[config.mk]
export PLATFORM = sky130hd
export DESIGN_NAME = thacc_rem
export DESIGN_NICKNAME = d
export VERILOG_FILES = /design/src/design/thacc_pkg.sv /design/src/design/thacc_rem.sv
export SDC_FILE = /design/constraint.sdc
export NUM_CORES = 1
export LEC_CHECK = 0
export BUFFER_PORTS_ARGS = -buffer_cell sky130_fd_sc_hd__buf_2
export CAP_MARGIN = 20
export CORE_MARGIN = 1
export CORE_UTILIZATION = 45
export CTS_BUF_LIST = sky130_fd_sc_hd__clkbuf_16
export CTS_CLUSTER_SIZE = 30
export DETAILED_ROUTE_END_ITERATION = 6
export PLACE_DENSITY = 0.7
export SLEW_MARGIN = 25
export SYNTH_ARGS = -nofsm -noshare
export SYNTH_HDL_FRONTEND = slang
export SYNTH_SLANG_ARGS = --single-unit
[constraint.sdc]
create_clock -name clk -period 1.7 [get_ports clk]
set_clock_uncertainty 0.15 [all_clocks]
set_input_delay 0.085 -clock clk [delete_from_list [all_inputs] [get_ports clk]]
set_output_delay 0.085 -clock clk [all_outputs]
set_load 0.005 [all_outputs]
[src/design/thacc_pkg.sv]
// ----------------------------------------------------------------------------
// thacc_pkg
// Shared widths, defaults, register indexes and controller states of the
// trilinear histogram accumulator.
// ----------------------------------------------------------------------------
package thacc_pkg;

  localparam int MAX_WIDTH_DEF = 4;
  localparam int MAX_BINS_DEF  = 8;
  localparam int FRAC_BITS_DEF = 8;

  localparam int POS_W     = 16;
  localparam int MAG_W     = 16;
  localparam int MAG_FRAC  = 8;
  localparam int OUT_FRAC  = 16;
  localparam int SUM_W     = 40;
  localparam int SEL_W     = 7;
  localparam int GW_W      = 3;
  localparam int OB_W      = 4;
  localparam int CFG_IDX_W = 1;
  localparam int CFG_DAT_W = 4;

  localparam logic [GW_W-1:0] GW_RESET = 3'd4;
  localparam logic [OB_W-1:0] OB_RESET = 4'd8;

  typedef enum logic [CFG_IDX_W-1:0] {
    CFG_GRID_WIDTH  = 1'b0,
    CFG_ORIENT_BINS = 1'b1
  } cfg_idx_t;

  typedef enum logic [2:0] {
    ST_CLEAR,
    ST_IDLE,
    ST_READ,
    ST_READ_WB,
    ST_ACC_DIV,
    ST_ACC_RUN,
    ST_ACC_DRAIN
  } state_t;

endpackage

[src/design/thacc_rem.sv]
// ----------------------------------------------------------------------------
// thacc_rem
// Bit-serial true modulo of the signed orientation floor by the bin count,
// one quotient bit per cycle; negative values wrap into 0..b-1.
// ----------------------------------------------------------------------------
module thacc_rem #(
  parameter int MAX_BINS  = thacc_pkg::MAX_BINS_DEF,
  parameter int FRAC_BITS = thacc_pkg::FRAC_BITS_DEF
) (
  input  logic                                 clk,
  input  logic                                 rst,
  input  logic                                 start,
  input  logic signed [thacc_pkg::POS_W-FRAC_BITS-1:0] value,
  input  logic [$clog2(MAX_BINS+1)-1:0]        modulus,
  output logic                                 done,
  output logic [((MAX_BINS > 1) ? $clog2(MAX_BINS) : 1)-1:0] rem
);

  localparam int FLW = thacc_pkg::POS_W - FRAC_BITS;
  localparam int OW  = (MAX_BINS > 1) ? $clog2(MAX_BINS) : 1;
  localparam int RW  = $clog2(MAX_BINS) + 2;
  localparam int CNW = $clog2(FLW + 1);

  logic           run;
  logic [CNW-1:0] cnt;
  logic [FLW-1:0] mag;
  logic           neg;
  logic [RW-1:0]  r;
  logic [RW-1:0]  r_shift;
  logic [RW-1:0]  r_next;
  logic [RW-1:0]  mod_ext;
  logic [RW-1:0]  r_wrap;

  assign mod_ext = RW'(modulus);
  assign r_shift = {r[RW-2:0], mag[FLW-1]};
  assign r_next  = (r_shift >= mod_ext) ? (r_shift - mod_ext) : r_shift;
  assign r_wrap  = (neg && (r != '0)) ? (mod_ext - r) : r;
  assign rem     = OW'(r_wrap);

  always_ff @(posedge clk) begin
    if (rst) begin
      run  <= 1'b0;
      done <= 1'b0;
      cnt  <= '0;
    end else begin
      done <= run && (cnt == CNW'(1));
      if (start) begin
        run <= 1'b1;
        cnt <= CNW'(FLW);
      end else if (run) begin
        cnt <= cnt - CNW'(1);
        if (cnt == CNW'(1)) begin
          run <= 1'b0;
        end
      end
    end
  end

  always_ff @(posedge clk) begin
    if (start) begin
      neg <= value[FLW-1];
      mag <= value[FLW-1] ? FLW'(-value) : FLW'(value);
      r   <= '0;
    end else if (run) begin
      mag <= {mag[FLW-2:0], 1'b0};
      r   <= r_next;
    end
  end

`ifndef SYNTHESIS
  a_rem_range : assert property (@(posedge clk) disable iff (rst)
    done |-> (r < mod_ext))
    else $error("remainder not below modulus");

  a_done_after_run : assert property (@(posedge clk) disable iff (rst)
    done |-> $past(run))
    else $error("done without a running division");

  a_no_restart : assert property (@(posedge clk) disable iff (rst)
    run |-> !start)
    else $error("division restarted while running");
`endif

endmodule
== Word level (Yosys, flattened, before mapping) ==
Cells that the tools add are included.
Word-level totals
  flip-flop bits (word level): 20
  bits in latches: 0
  bits in writable memories: 0
  memory bits (read-only): 0
  bits of input ports: 15
  output and inout bits: 4
  memories: 0
Cells by class
  $add $sub $neg: 4
  multipliers: 0
  divide/modulo/power cells: 0
  $lt $le $gt $ge: 1
  equal/unequal tests: 1
  shift-type cells: 0
  mux-type cells: 10
  bitwise operators: 0
  reduce and logical (&&, ||, !) cells: 5
Operators by type and width (number)
  8-bit 2-to-1 mux: 3
  4-bit 2-to-1 mux: 2
  8-bit negation: 1
  5-bit by 4-bit greater-or-equal comparator with 1-bit output: 1
  5-bit 2-to-1 mux: 1
  5-bit nonzero test: 1
  5-bit by 4-bit subtractor with 5-bit output: 1
  4-bit by 1-bit equality test with 1-bit output (second input constant): 1
  4-bit by 1-bit subtractor with 4-bit output (second input constant): 1
  1-bit 2-to-1 mux: 3
  3-bit 2-to-1 mux: 1
  3-bit subtractor: 1
  1-bit logical AND: 2
  2-bit nonzero test: 1
  2-bit OR reduction: 1

== Depth between registers and ports, before layout ==
Gate-level depths: netlist of the first run.
  depth in word-level cells: 4
  gate-level depth with buffers: 7

== Worst setup path before layout of the first run ==
Ideal clock, no wire load.
  path type: register to register
  from: register r[1]
  to: register r[0]
  setup time: 91 ps
  data arrival time: 1657 ps
  slack: -198 ps
  cell stages (with the launch flop): 6
  path buffers: 0
  cell sequence: dfxtp_1 -> ha_1 -> or2_1 -> a211oi_1 -> o21ai_0 -> a311oi_1
Between the ends
  cells in the longest elaborated chain, start to end: 2
Ends and longest elaborated chain
  from (decl): RTL line thacc_rem.sv:28  | logic [RW-1:0] r;
  from (signal assigned): RTL line thacc_rem.sv:66  | r <= r_next;
  5-bit by 4-bit greater-or-equal comparator with 1-bit output: RTL line thacc_rem.sv:36  | assign r_next = (r_shift >= mod_ext) ? (r_shift - mod_ext) : r_shift;
  5-bit 2-to-1 mux: RTL line thacc_rem.sv:36
Every way passes these cells.
A chain may end at the register's enable or synchronous reset.

== Worst setup path after layout of the first run ==
  from: register r[2]
  to: output rem[0] (netlist bit)
Between the ends
  cells in the longest elaborated chain, start to end: 3
Ends and longest elaborated chain
  5-bit nonzero test: RTL line thacc_rem.sv:37  | assign r_wrap = (neg && (r != '0)) ? (mod_ext - r) : r;
  1-bit logical AND: RTL line thacc_rem.sv:37
  3-bit 2-to-1 mux: RTL line thacc_rem.sv:37
  to (decl): RTL line thacc_rem.sv:16  | output logic [((MAX_BINS > 1) ? $clog2(MAX_BINS) : 1)-1:0] rem
Every way passes these cells.

==> flow_summary_export.csv, run 1 <==
group,metric,value,unit
outcome,outcome,"finished with violations",
outcome,violations,"setup timing",
layout,layout.cells.non_filler,213,
yosys,ys.flop_type,"dfxtp_1",
clock_tree,root_buffer,"clkbuf_16",
floorplan,die_y,55.6,um
floorplan,die_w,55.6,um
worst_setup_path,crit_start,"r[2]$_SDFFE_PP0P_",
global_routing,grt_pass1_wl,4930,um
yosys,synth_nets,166,
run,max_cap_viol_count,0,
worst_setup_path,cp.arrival,1.81,ns
pwr,switching_share,26.8,%
clock_tree,clk_pin_slew,0.06,ns
layout,regArea,497,um2
route,drc,0,
placed_design,dpl.hpwl,2170,um
route,routed_wl,3010,um
pwr,irDropWorstVdd,706,uV
worst_hold_path,hold_class,"primary input to register",
placed_design,port-buffer-count,18,
yosys,synth_top_area_share,20.9,%
pwr,p_sw,446,uW
layout,diodes,0,
pwr,combPwrFrac,29.3,%
yosys,synth-seq-cells,20,
pwr,clkPwrFrac,35.6,%
clock_tree,cts_tree,"built",
timing,hold_viol_final,0,
layout,multiInputGateArea,843,um2
layout,nNetsFinal,208,
layout,final_area,0.00181,mm2
yosys,synthTopCellsByCount,"nor2_1 (16), inv_1 (13), dfxtp_1 (11)",
route,wl_per_cell,14.1,um
layout,syn_to_final_growth,40.0,%
worst_setup_path,cp-end-kind,"output pin",
timing,setup_tns,-1.58,ns
global_routing,grt_max_degree,16,
pwr,p_int,1.22,mW
timing,worst_pin_slew,0.342,ns
clock_tree,cts_num_sinks,20,
pwr,finalPower,1.66,mW
timing,whs,0.0418,ns
floorplan,die_area,0.00310,mm2
yosys,synthesis.instances,141,
placed_design,dpl-instance-area,0.00160,mm2
layout,final_util,66.3,%
route,drt-pass1-iter-count,4,
worst_hold_path,hold_path_end,"r[2]$_SDFFE_PP0P_",
worst_hold_path,min_from,"start",
floorplan,core,0.00273,mm2
worst_setup_path,reg2reg_depth,5,
route,drt_iter0_markers,18,
clock_tree,cts_buffer_depth,2,
worst_setup_path,worstSetupPathType,"register to output pin",
worst_setup_path,start_kind,"register",
placed_design,place_congestion,0.844,
pwr,p_leak,0.785,nW
timing,slew_viol_final,0,
yosys,synthArstFlopShare,0,%
worst_setup_path,r2r-end,"r[0]$_SDFFE_PP0P_",
yosys,seq_area_frac_synth,37.9,%
clock_tree,htree_levels,1,
route,vias,1149,
yosys,synth_edf_count,9,
clock_tree,cts_made_buffers,3,
yosys,yosysWarnings,0,
timing,fin_crit_sh,120,%
timing,setup_ws,-0.341,ns
placed_design,placedCellCount,203,
layout,fill_cells,215,
worst_setup_path,cp_max_fo,3,
yosys,syn_area,0.00129,mm2
timing,finalSetupViolCount,8,
worst_setup_path,reg2reg_slack,-0.19,ns
placed_design,post-place-ws,-0.188,ns
route,antenna_left,0,
floorplan,num_rows,19,
route,viasPerCell,5.39,
yosys,ys_top_cells_by_area,"edfxtp_1 (21%), dfxtp_1 (17%), ha_1 (7.7%)",
global_routing,antenna_found_initial,0,
timing,fmax,0.490,GHz
worst_hold_path,hold_depth,2,
floorplan,initial_utilization,47.4,%
yosys,synth_area_leader_cell,"edfxtp_1",
global_routing,grt_pass1_vias,1121,
timing,fin_crit,2.04,ns
worst_setup_path,r2r-start,"r[0]$_SDFFE_PP0P_",
clock_tree,clock_latency,0.26,ns
floorplan,io_pins,19,
pwr,p_per_area,917,mW/mm2
layout,drive_above_1_share,35.2,%
timing,rsz0062_at_grt,"yes",
yosys,synth.avg_cell_area,9.18,um2
pwr,pwr-share-seq,35.1,%
global_routing,overflow,0,
global_routing,track_usage,20.5,%
yosys,synth_most_common_cell,"nor2_1",
timing,relSlewSlack,76.9,%
worst_setup_path,critPathRequiredTime,1.46,ns
yosys,synth_cell_types,40,
-- worst max path at each step --
stage	slack [ns]	to	depth (start not counted)
2_1_floorplan	-0.08	r[3]$_SDFFE_PP0P_	6
3_3_place_gp	-0.21	r[3]$_SDFFE_PP0P_	6
4_1_cts	-0.37	rem[0]	6
5_1_grt	-0.39	rem[0]	6
6_report	-0.34	rem[0]	6
3_5_place_dp	-0.19	r[3]$_SDFFE_PP0P_	6
-- critical path, stage by stage, from the launching register on --
cell and delay (ns):
dfxtp_2 0.32, buf_6 0.11, or4_4 0.53, o21ai_2 0.14
buf_6 0.13, mux2i_1 0.18, buf_2 0.13
-- power by group through the flow --
stage | Combinational (mW) | Clock [mW] | Sequential, mW
floorplan | 0.268 | 0 | 0.585
global placement | 0.407 | 0 | 0.588
detailed placement | 0.419 | 0 | 0.589
CTS | 0.462 | 0.602 | 0.581
global route | 0.535 | 0.617 | 0.588
finish | 0.487 | 0.592 | 0.583
-- layout make-up --
type	count	area share (%)
Multi-Input combinational cell	103	46.5
Sequential cell	20	27.4
Timing Repair Buffer	42	15.7
Clock buffer	4	5.52
Inverter	13	2.69
Tap cell	31	2.14
-- logic make-up (layout without fill, tap and decap cells) --
family	after synthesis	after routing	share of synthesized area [%]
compound gates	32	32	16.7
xor+xnor	11	11	7.44
fa+ha+maj	10	10	10.8
buf+inv	18	59	5.22
flops	20	20	37.9
mux	3	3	2.32
simple gates	47	47	19.6
-- per-layer routing --
metal	part of all wire (%)	track usage [%]	vias up
met5	0	0	-
met4	1.7	9.29	0
met3	2.8	4.65	6
met2	52	35.5	21
met1	44	24.1	543
li1	-	-	579
-- sequential cells by signal, indices dropped and copies added, names as in the netlist --
register	flops
cnt	4
neg	1
mag	8
run	1
r	5
done	1
-- timing repair --
| item | in CTS | in global routing |
|---|---|---|
| endpoints found under the hold margin | 8 | 0 |
| cloned | 0 | 0 |
| pin swaps | 11 | 7 |
| gates resized for setup | 16 | 5 |
| endpoints found under the setup margin | 7 | 8 |
| hold buffers | 3 | 0 |
| setup buffers | 1 | 2 |
-- layout by cell type, fill, tap and decap left out, drive strengths merged, types with 2 or more instances in the layout --
| cell type | n |
|---|---|
| a21oi | 9 |
| nor2b | 2 |
| a21o | 2 |
| a311oi | 3 |
| nor2 | 16 |
| or4 | 2 |
| xor2 | 7 |
| nand2 | 5 |
| buf | 39 |
| ha | 8 |
| a211oi | 3 |
| or3 | 4 |
| mux2i | 3 |
| xnor2 | 4 |
| inv | 13 |
| dfxtp | 11 |
| or2 | 2 |
| nand2b | 3 |
| nor3 | 3 |
| nor3b | 2 |
| dlygate4sd3 | 3 |
| o21ai | 9 |
| clkbuf | 4 |
| fa | 2 |
| nand3 | 2 |
| edfxtp | 9 |
Power figures use the tool's default switching activity.
==> run 2: changes to the inputs <==
--- a/config.mk
+++ b/config.mk
@@ -7,7 +7,7 @@
 export LEC_CHECK = 0
 export BUFFER_PORTS_ARGS = -buffer_cell sky130_fd_sc_hd__buf_2
 export CAP_MARGIN = 20
-export CORE_MARGIN = 1
+export CORE_MARGIN = 3
 export CORE_UTILIZATION = 45
 export CTS_BUF_LIST = sky130_fd_sc_hd__clkbuf_16
 export CTS_CLUSTER_SIZE = 30
==> flow_summary_export.csv, run 2 (same netlist as run 1, synthesis figures left out) <==
group,metric,value,unit
outcome,outcome,"finished with violations",
outcome,violations,"setup timing",
clock_tree,cts_made_buffers,3,
timing,setup_tns,-1.70,ns
pwr,p_per_area,917,mW/mm2
floorplan,die_area,0.00356,mm2
timing,finalSetupViolCount,8,
worst_setup_path,cp-end-kind,"register",
clock_tree,htree_levels,1,
global_routing,grt_busiest_layer,"met2",
timing,fin_crit_sh,115,%
route,wl_per_cell,15.0,um
placed_design,port-buffer-count,18,
run,max_cap_viol_count,0,
global_routing,antenna_found_initial,0,
placed_design,dpl.hpwl,2130,um
clock_tree,clk_pin_slew,0.06,ns
worst_setup_path,crit_buf_inv,1,
route,vias,1208,
global_routing,met3_usage,3.27,%
layout,nNetsFinal,210,
layout,top_regs,"mag: 8 flops, r: 5 flops, cnt: 4 flops",
clock_tree,cts_buffer_depth,2,
timing,setup_ws,-0.258,ns
global_routing,grt_pass1_wl,5310,um
route,viasPerCell,5.64,
route,drt_iter0_markers,49,
layout,top_register,"mag",
global_routing,track_usage,20.1,%
floorplan,num_rows,18,
clock_tree,root_buffer,"clkbuf_16",
worst_setup_path,cp_cell_sequence,"buf_4, ha_4, or4_4, a21oi_4, o21ai_2, a311oi_2",
layout,multiInputGateArea,853,um2
layout,largest_reg_flops,8,
worst_setup_path,start_kind,"register",
floorplan,io_pins,19,
floorplan,core,0.00261,mm2
worst_setup_path,cp_max_fo,6,
layout,final_util,70.5,%
timing,fmax,0.511,GHz
global_routing,met1_usage,23.9,%
global_routing,grt.met2_usage,35.3,%
worst_hold_path,hold_class,"primary input to register",
layout,fill_cells,189,
layout,syn_to_final_growth,42.3,%
route,drc,0,
route,antenna_left,0,
worst_setup_path,cp.arrival,1.97,ns
global_routing,grt_pass1_vias,1162,
pwr,p_sw,465,uW
layout,regArea,495,um2
placed_design,place_congestion,0.847,
pwr,p_int,1.23,mW
pwr,irDropWorstVdd,829,uV
layout,diodes,0,
floorplan,die_w,59.6,um
pwr,clkPwrFrac,35.0,%
worst_setup_path,critPathRequiredTime,1.71,ns
global_routing,overflow,0,
layout,most-common-layout-cells,"buf_4 (19), buf_2 (18), nor2_1 (15), inv_1 (12)",
pwr,combPwrFrac,30.6,%
clock_tree,cts_tree,"built",
worst_setup_path,max_stage_delay,0.44,ns
timing,relSlewSlack,72.5,%
timing,rsz0062_at_grt,"yes",
timing,hold_viol_final,0,
timing,slew_viol_final,0,
worst_setup_path,cp_top_family,"compound AO/OA/AOI/OAI gates",
route,drt-pass1-iter-count,4,
floorplan,die_y,59.6,um
route,routed_wl,3210,um
clock_tree,clock_latency,0.25,ns
layout,layout_commonest_cell,"buf_4",
global_routing,grt_max_degree,18,
pwr,pwr-share-seq,34.4,%
pwr,p_leak,0.794,nW
worst_setup_path,worstSetupPathType,"register to register",
timing,whs,0.0859,ns
worst_setup_path,slowest_stage,"or4_4",
timing,worst_pin_slew,0.411,ns
pwr,switching_share,27.5,%
timing,fin_crit,1.96,ns
clock_tree,cts_num_sinks,20,
floorplan,initial_utilization,49.6,%
layout,drive_above_1_share,37.5,%
[run 2: cell types whose count changed in the layout (fill, tap and decap cells not counted), sizes merged]
cell  delta
buf      +2
[run 2: per-stage QoR]
stage / cells / area [um2] / total power [mW] / setup WS, ns
after CTS: 211 / 1790 / 1.65 / -0.285
after global placement: 201 / 1590 / 0.987 / -0.137
final: 214 / 1840 / 1.69 / -0.258
after detailed placement: 201 / 1590 / 1.00 / -0.152
after global routing: 214 / 1840 / 1.77 / -0.337
after floorplan: 141 / 1350 / 0.853 / -0.0827
[run 2: timing repair]
action | in CTS | in global routing
gates resized for setup | 16 | 8
pin swaps | 7 | 9
hold buffers | 3 | 0
setup endpoints to repair | 8 | 8
endpoints found under the hold margin | 8 | 0
setup buffers | 3 | 3
[run 2: metal layers]
| metal | share of wire, % | up-vias | routed length, um |
|---|---|---|---|
| met4 | 1.3 | 0 | 42 |
| met1 | 41 | 566 | 1320 |
| met5 | 0 | - | 0 |
| met3 | 4.3 | 4 | 137 |
| met2 | 53 | 52 | 1710 |
| li1 | - | 586 | - |
[run 2: area by class of cell]
class | count | share of cell area (%)
Timing Repair Buffer | 44 | 16.7
Multi-Input combinational cell | 103 | 46.3
Tap cell | 30 | 2.04
Clock buffer | 4 | 5.43
Sequential cell | 20 | 26.9
Inverter | 13 | 2.65
[run 2: path summary, 6_finish.rpt]
| check | from | end | slack [ns] | depth (start not counted) |
|---|---|---|---|---|
| min reg2reg | cnt[1]$_SDFFE_PP0P_ | cnt[1]$_SDFFE_PP0P_ | 0.36 | 2 |
| max | r[0]$_SDFFE_PP0P_ | r[0]$_SDFFE_PP0P_ | -0.26 | 6 |
| max reg2reg | r[0]$_SDFFE_PP0P_ | r[0]$_SDFFE_PP0P_ | -0.26 | 6 |
| min | start | r[0]$_SDFFE_PP0P_ | 0.09 | 2 |
[run 2: power by group through the flow]
stage	Clock, mW	Sequential (mW)	Combinational (mW)
after floorplan	0	0.585	0.268
after global placement	0	0.588	0.399
after detailed placement	0	0.590	0.411
after CTS	0.598	0.580	0.470
after global routing	0.617	0.588	0.568
final	0.592	0.581	0.518
[run 2: worst reg2reg max path, stage by stage (launching register included)]
cell      delay, ns
dfxtp_4        0.35
buf_4          0.15
ha_4           0.16
or4_4          0.45
a21oi_4        0.24
o21ai_2        0.11
a311oi_2       0.25
==> run 3: changes to the inputs <==
==> constraint.sdc (replaced) <==
create_clock -name clk -period 1.7 [get_ports clk]
set_clock_uncertainty 0.15 [all_clocks]
set_input_delay 0.085 -clock clk [delete_from_list [all_inputs] [get_ports clk]]
set_output_delay 0.085 -clock clk [all_outputs]
set_load 0.1 [all_outputs]
==> flow_summary_export.csv, run 3 (same netlist as run 1, synthesis figures left out) <==
group,metric,value,unit
outcome,outcome,"finished with violations",
outcome,violations,"setup timing",
route,vias,1171,
layout,layout_commonest_cell,"buf_4",
worst_setup_path,r2r-start,"r[1]$_SDFFE_PP0P_",
timing,setup_ws,-0.391,ns
layout,largest_reg_flops,8,
timing,slew_viol_final,0,
worst_setup_path,cp_max_fo,3,
worst_setup_path,cp-end-kind,"output pin",
pwr,p_leak,0.807,nW
worst_setup_path,critPathRequiredTime,1.46,ns
pwr,irDropWorstVdd,798,uV
clock_tree,clock_latency,0.26,ns
route,drc,0,
layout,drive_above_1_share,45.4,%
worst_setup_path,crit_start,"r[3]$_SDFFE_PP0P_",
pwr,p_per_area,1010,mW/mm2
layout,final_util,74.8,%
floorplan,die_y,59.6,um
layout,diodes,0,
timing,worst_pin_slew,0.483,ns
clock_tree,htree_levels,1,
floorplan,die_w,59.6,um
global_routing,antenna_found_initial,0,
floorplan,io_pins,19,
worst_setup_path,slowest_stage,"or4_4",
global_routing,grt_max_degree,17,
placed_design,dpl.hpwl,2190,um
layout,regArea,502,um2
route,wl_per_cell,15.3,um
floorplan,die_area,0.00356,mm2
placed_design,post-place-ws,-0.273,ns
global_routing,overflow,0,
worst_setup_path,reg2reg_depth,6,
timing,fin_crit_sh,123,%
layout,top_regs,"mag: 8 flops, r: 5 flops, cnt: 4 flops",
layout,nNetsFinal,209,
run,max_cap_viol_count,0,
worst_setup_path,cp.depth,4,
route,antenna_left,0,
worst_setup_path,max_stage_delay,0.54,ns
layout,multiInputGateArea,926,um2
global_routing,track_usage,19.9,%
clock_tree,cts_tree,"built",
layout,syn_to_final_growth,50.9,%
worst_setup_path,cp_top_family,"simple AND/OR/NAND/NOR gates",
timing,hold_viol_final,0,
floorplan,core,0.00261,mm2
worst_setup_path,critPathCapture,"rem[0]",
worst_setup_path,worstSetupPathType,"register to output pin",
worst_setup_path,r2r-end,"r[3]$_SDFFE_PP0P_",
clock_tree,cts_made_buffers,3,
route,viasPerCell,5.50,
floorplan,initial_utilization,49.6,%
route,routed_wl,3270,um
clock_tree,clk_pin_slew,0.06,ns
global_routing,grt_pass1_wl,5180,um
worst_setup_path,start_kind,"register",
placed_design,place_congestion,0.870,
clock_tree,cts_num_sinks,20,
worst_setup_path,cp_cell_sequence,"or4_4, o21ai_4, mux2i_4, buf_12",
clock_tree,cts_buffer_depth,2,
timing,finalSetupViolCount,8,
timing,fmax,0.478,GHz
worst_setup_path,cp.arrival,1.86,ns
timing,relSlewSlack,68.0,%
placed_design,port-buffer-count,18,
worst_hold_path,hold_class,"primary input to register",
layout,most-common-layout-cells,"buf_4 (21), nor2_1 (15), buf_2 (15), inv_1 (12), edfxtp_1 (9)",
timing,rsz0062_at_grt,"yes",
layout,final_area,0.00195,mm2
route,drt-pass1-iter-count,4,
placed_design,dpl-instance-area,0.00166,mm2
timing,fin_crit,2.09,ns
worst_setup_path,reg2reg_slack,-0.34,ns
floorplan,num_rows,18,
clock_tree,root_buffer,"clkbuf_16",
global_routing,grt_pass1_vias,1158,
layout,top_register,"mag",
layout,fill_cells,174,
route,drt_iter0_markers,42,
worst_setup_path,crit_buf_inv,1,
==> run 3: layer usage <==
layer  GRT usage [%]  vias up  share of wire (%)
li1                -      586                  -
met1            23.9      553                 43
met2            34.0       25                 52
met3            3.92        7                3.2
met4            8.86        0                1.9
met5               0        -                  0
==> run 3: how the worst min path moves through the flow <==
stage / from / endpoint / cells after the start
2_1_floorplan: rst / cnt[3]$_SDFFE_PP0P_ / 1
3_3_place_gp: rst / cnt[3]$_SDFFE_PP0P_ / 2
3_5_place_dp: rst / cnt[3]$_SDFFE_PP0P_ / 2
4_1_cts: value[0] / mag[0]$_SDFFCE_PN0P_ / 2
5_1_grt: value[0] / mag[0]$_SDFFCE_PN0P_ / 2
6_report: value[0] / mag[0]$_SDFFCE_PN0P_ / 2
==> run 3: timing repair <==
action                     4_1_cts  5_1_grt
setup endpoints to repair        8        8
hold endpoints to repair         7        0
gates resized for setup         25       15
hold buffers                     2        0
pin swaps                       12       11
buffers inserted                 3        4
==> run 3: power by group <==
part           switching (mW)  internal, mW  total [mW]  leakage (nW)
clock                   0.190         0.468       0.657        0.0511
combinational           0.393         0.340       0.733         0.573
sequential             0.0299         0.554       0.584         0.183
==> run 3: final cells by class <==
cell class | count | share of cell area, %
Timing Repair Buffer | 43 | 17.2
Sequential cell | 20 | 25.7
Clock buffer | 3 | 3.84
Inverter | 13 | 2.50
Tap cell | 30 | 1.92
Clock inverter | 1 | 1.54
Multi-Input combinational cell | 103 | 47.4
==> run 3: metrics by stage <==
step | instances | power [mW] | hold WS, ns | setup TNS, ns
after floorplan | 141 | 0.991 | 0.00738 | -1.96
after global placement | 203 | 1.19 | 0.172 | -1.17
after detailed placement | 203 | 1.20 | 0.184 | -1.37
after CTS | 211 | 1.92 | 0.0179 | -2.08
after global routing | 213 | 2.05 | 0.0229 | -2.58
final | 213 | 1.97 | 0.0164 | -2.12
==> run 3: worst reg2reg max path: cells and delay by family, from the launching register on <==
kind	cells	cell delay, ns
compound gates	2	0.40
flops	1	0.33
fa+ha+maj	1	0.25
simple gates	2	0.70
buf+inv	1	0.12
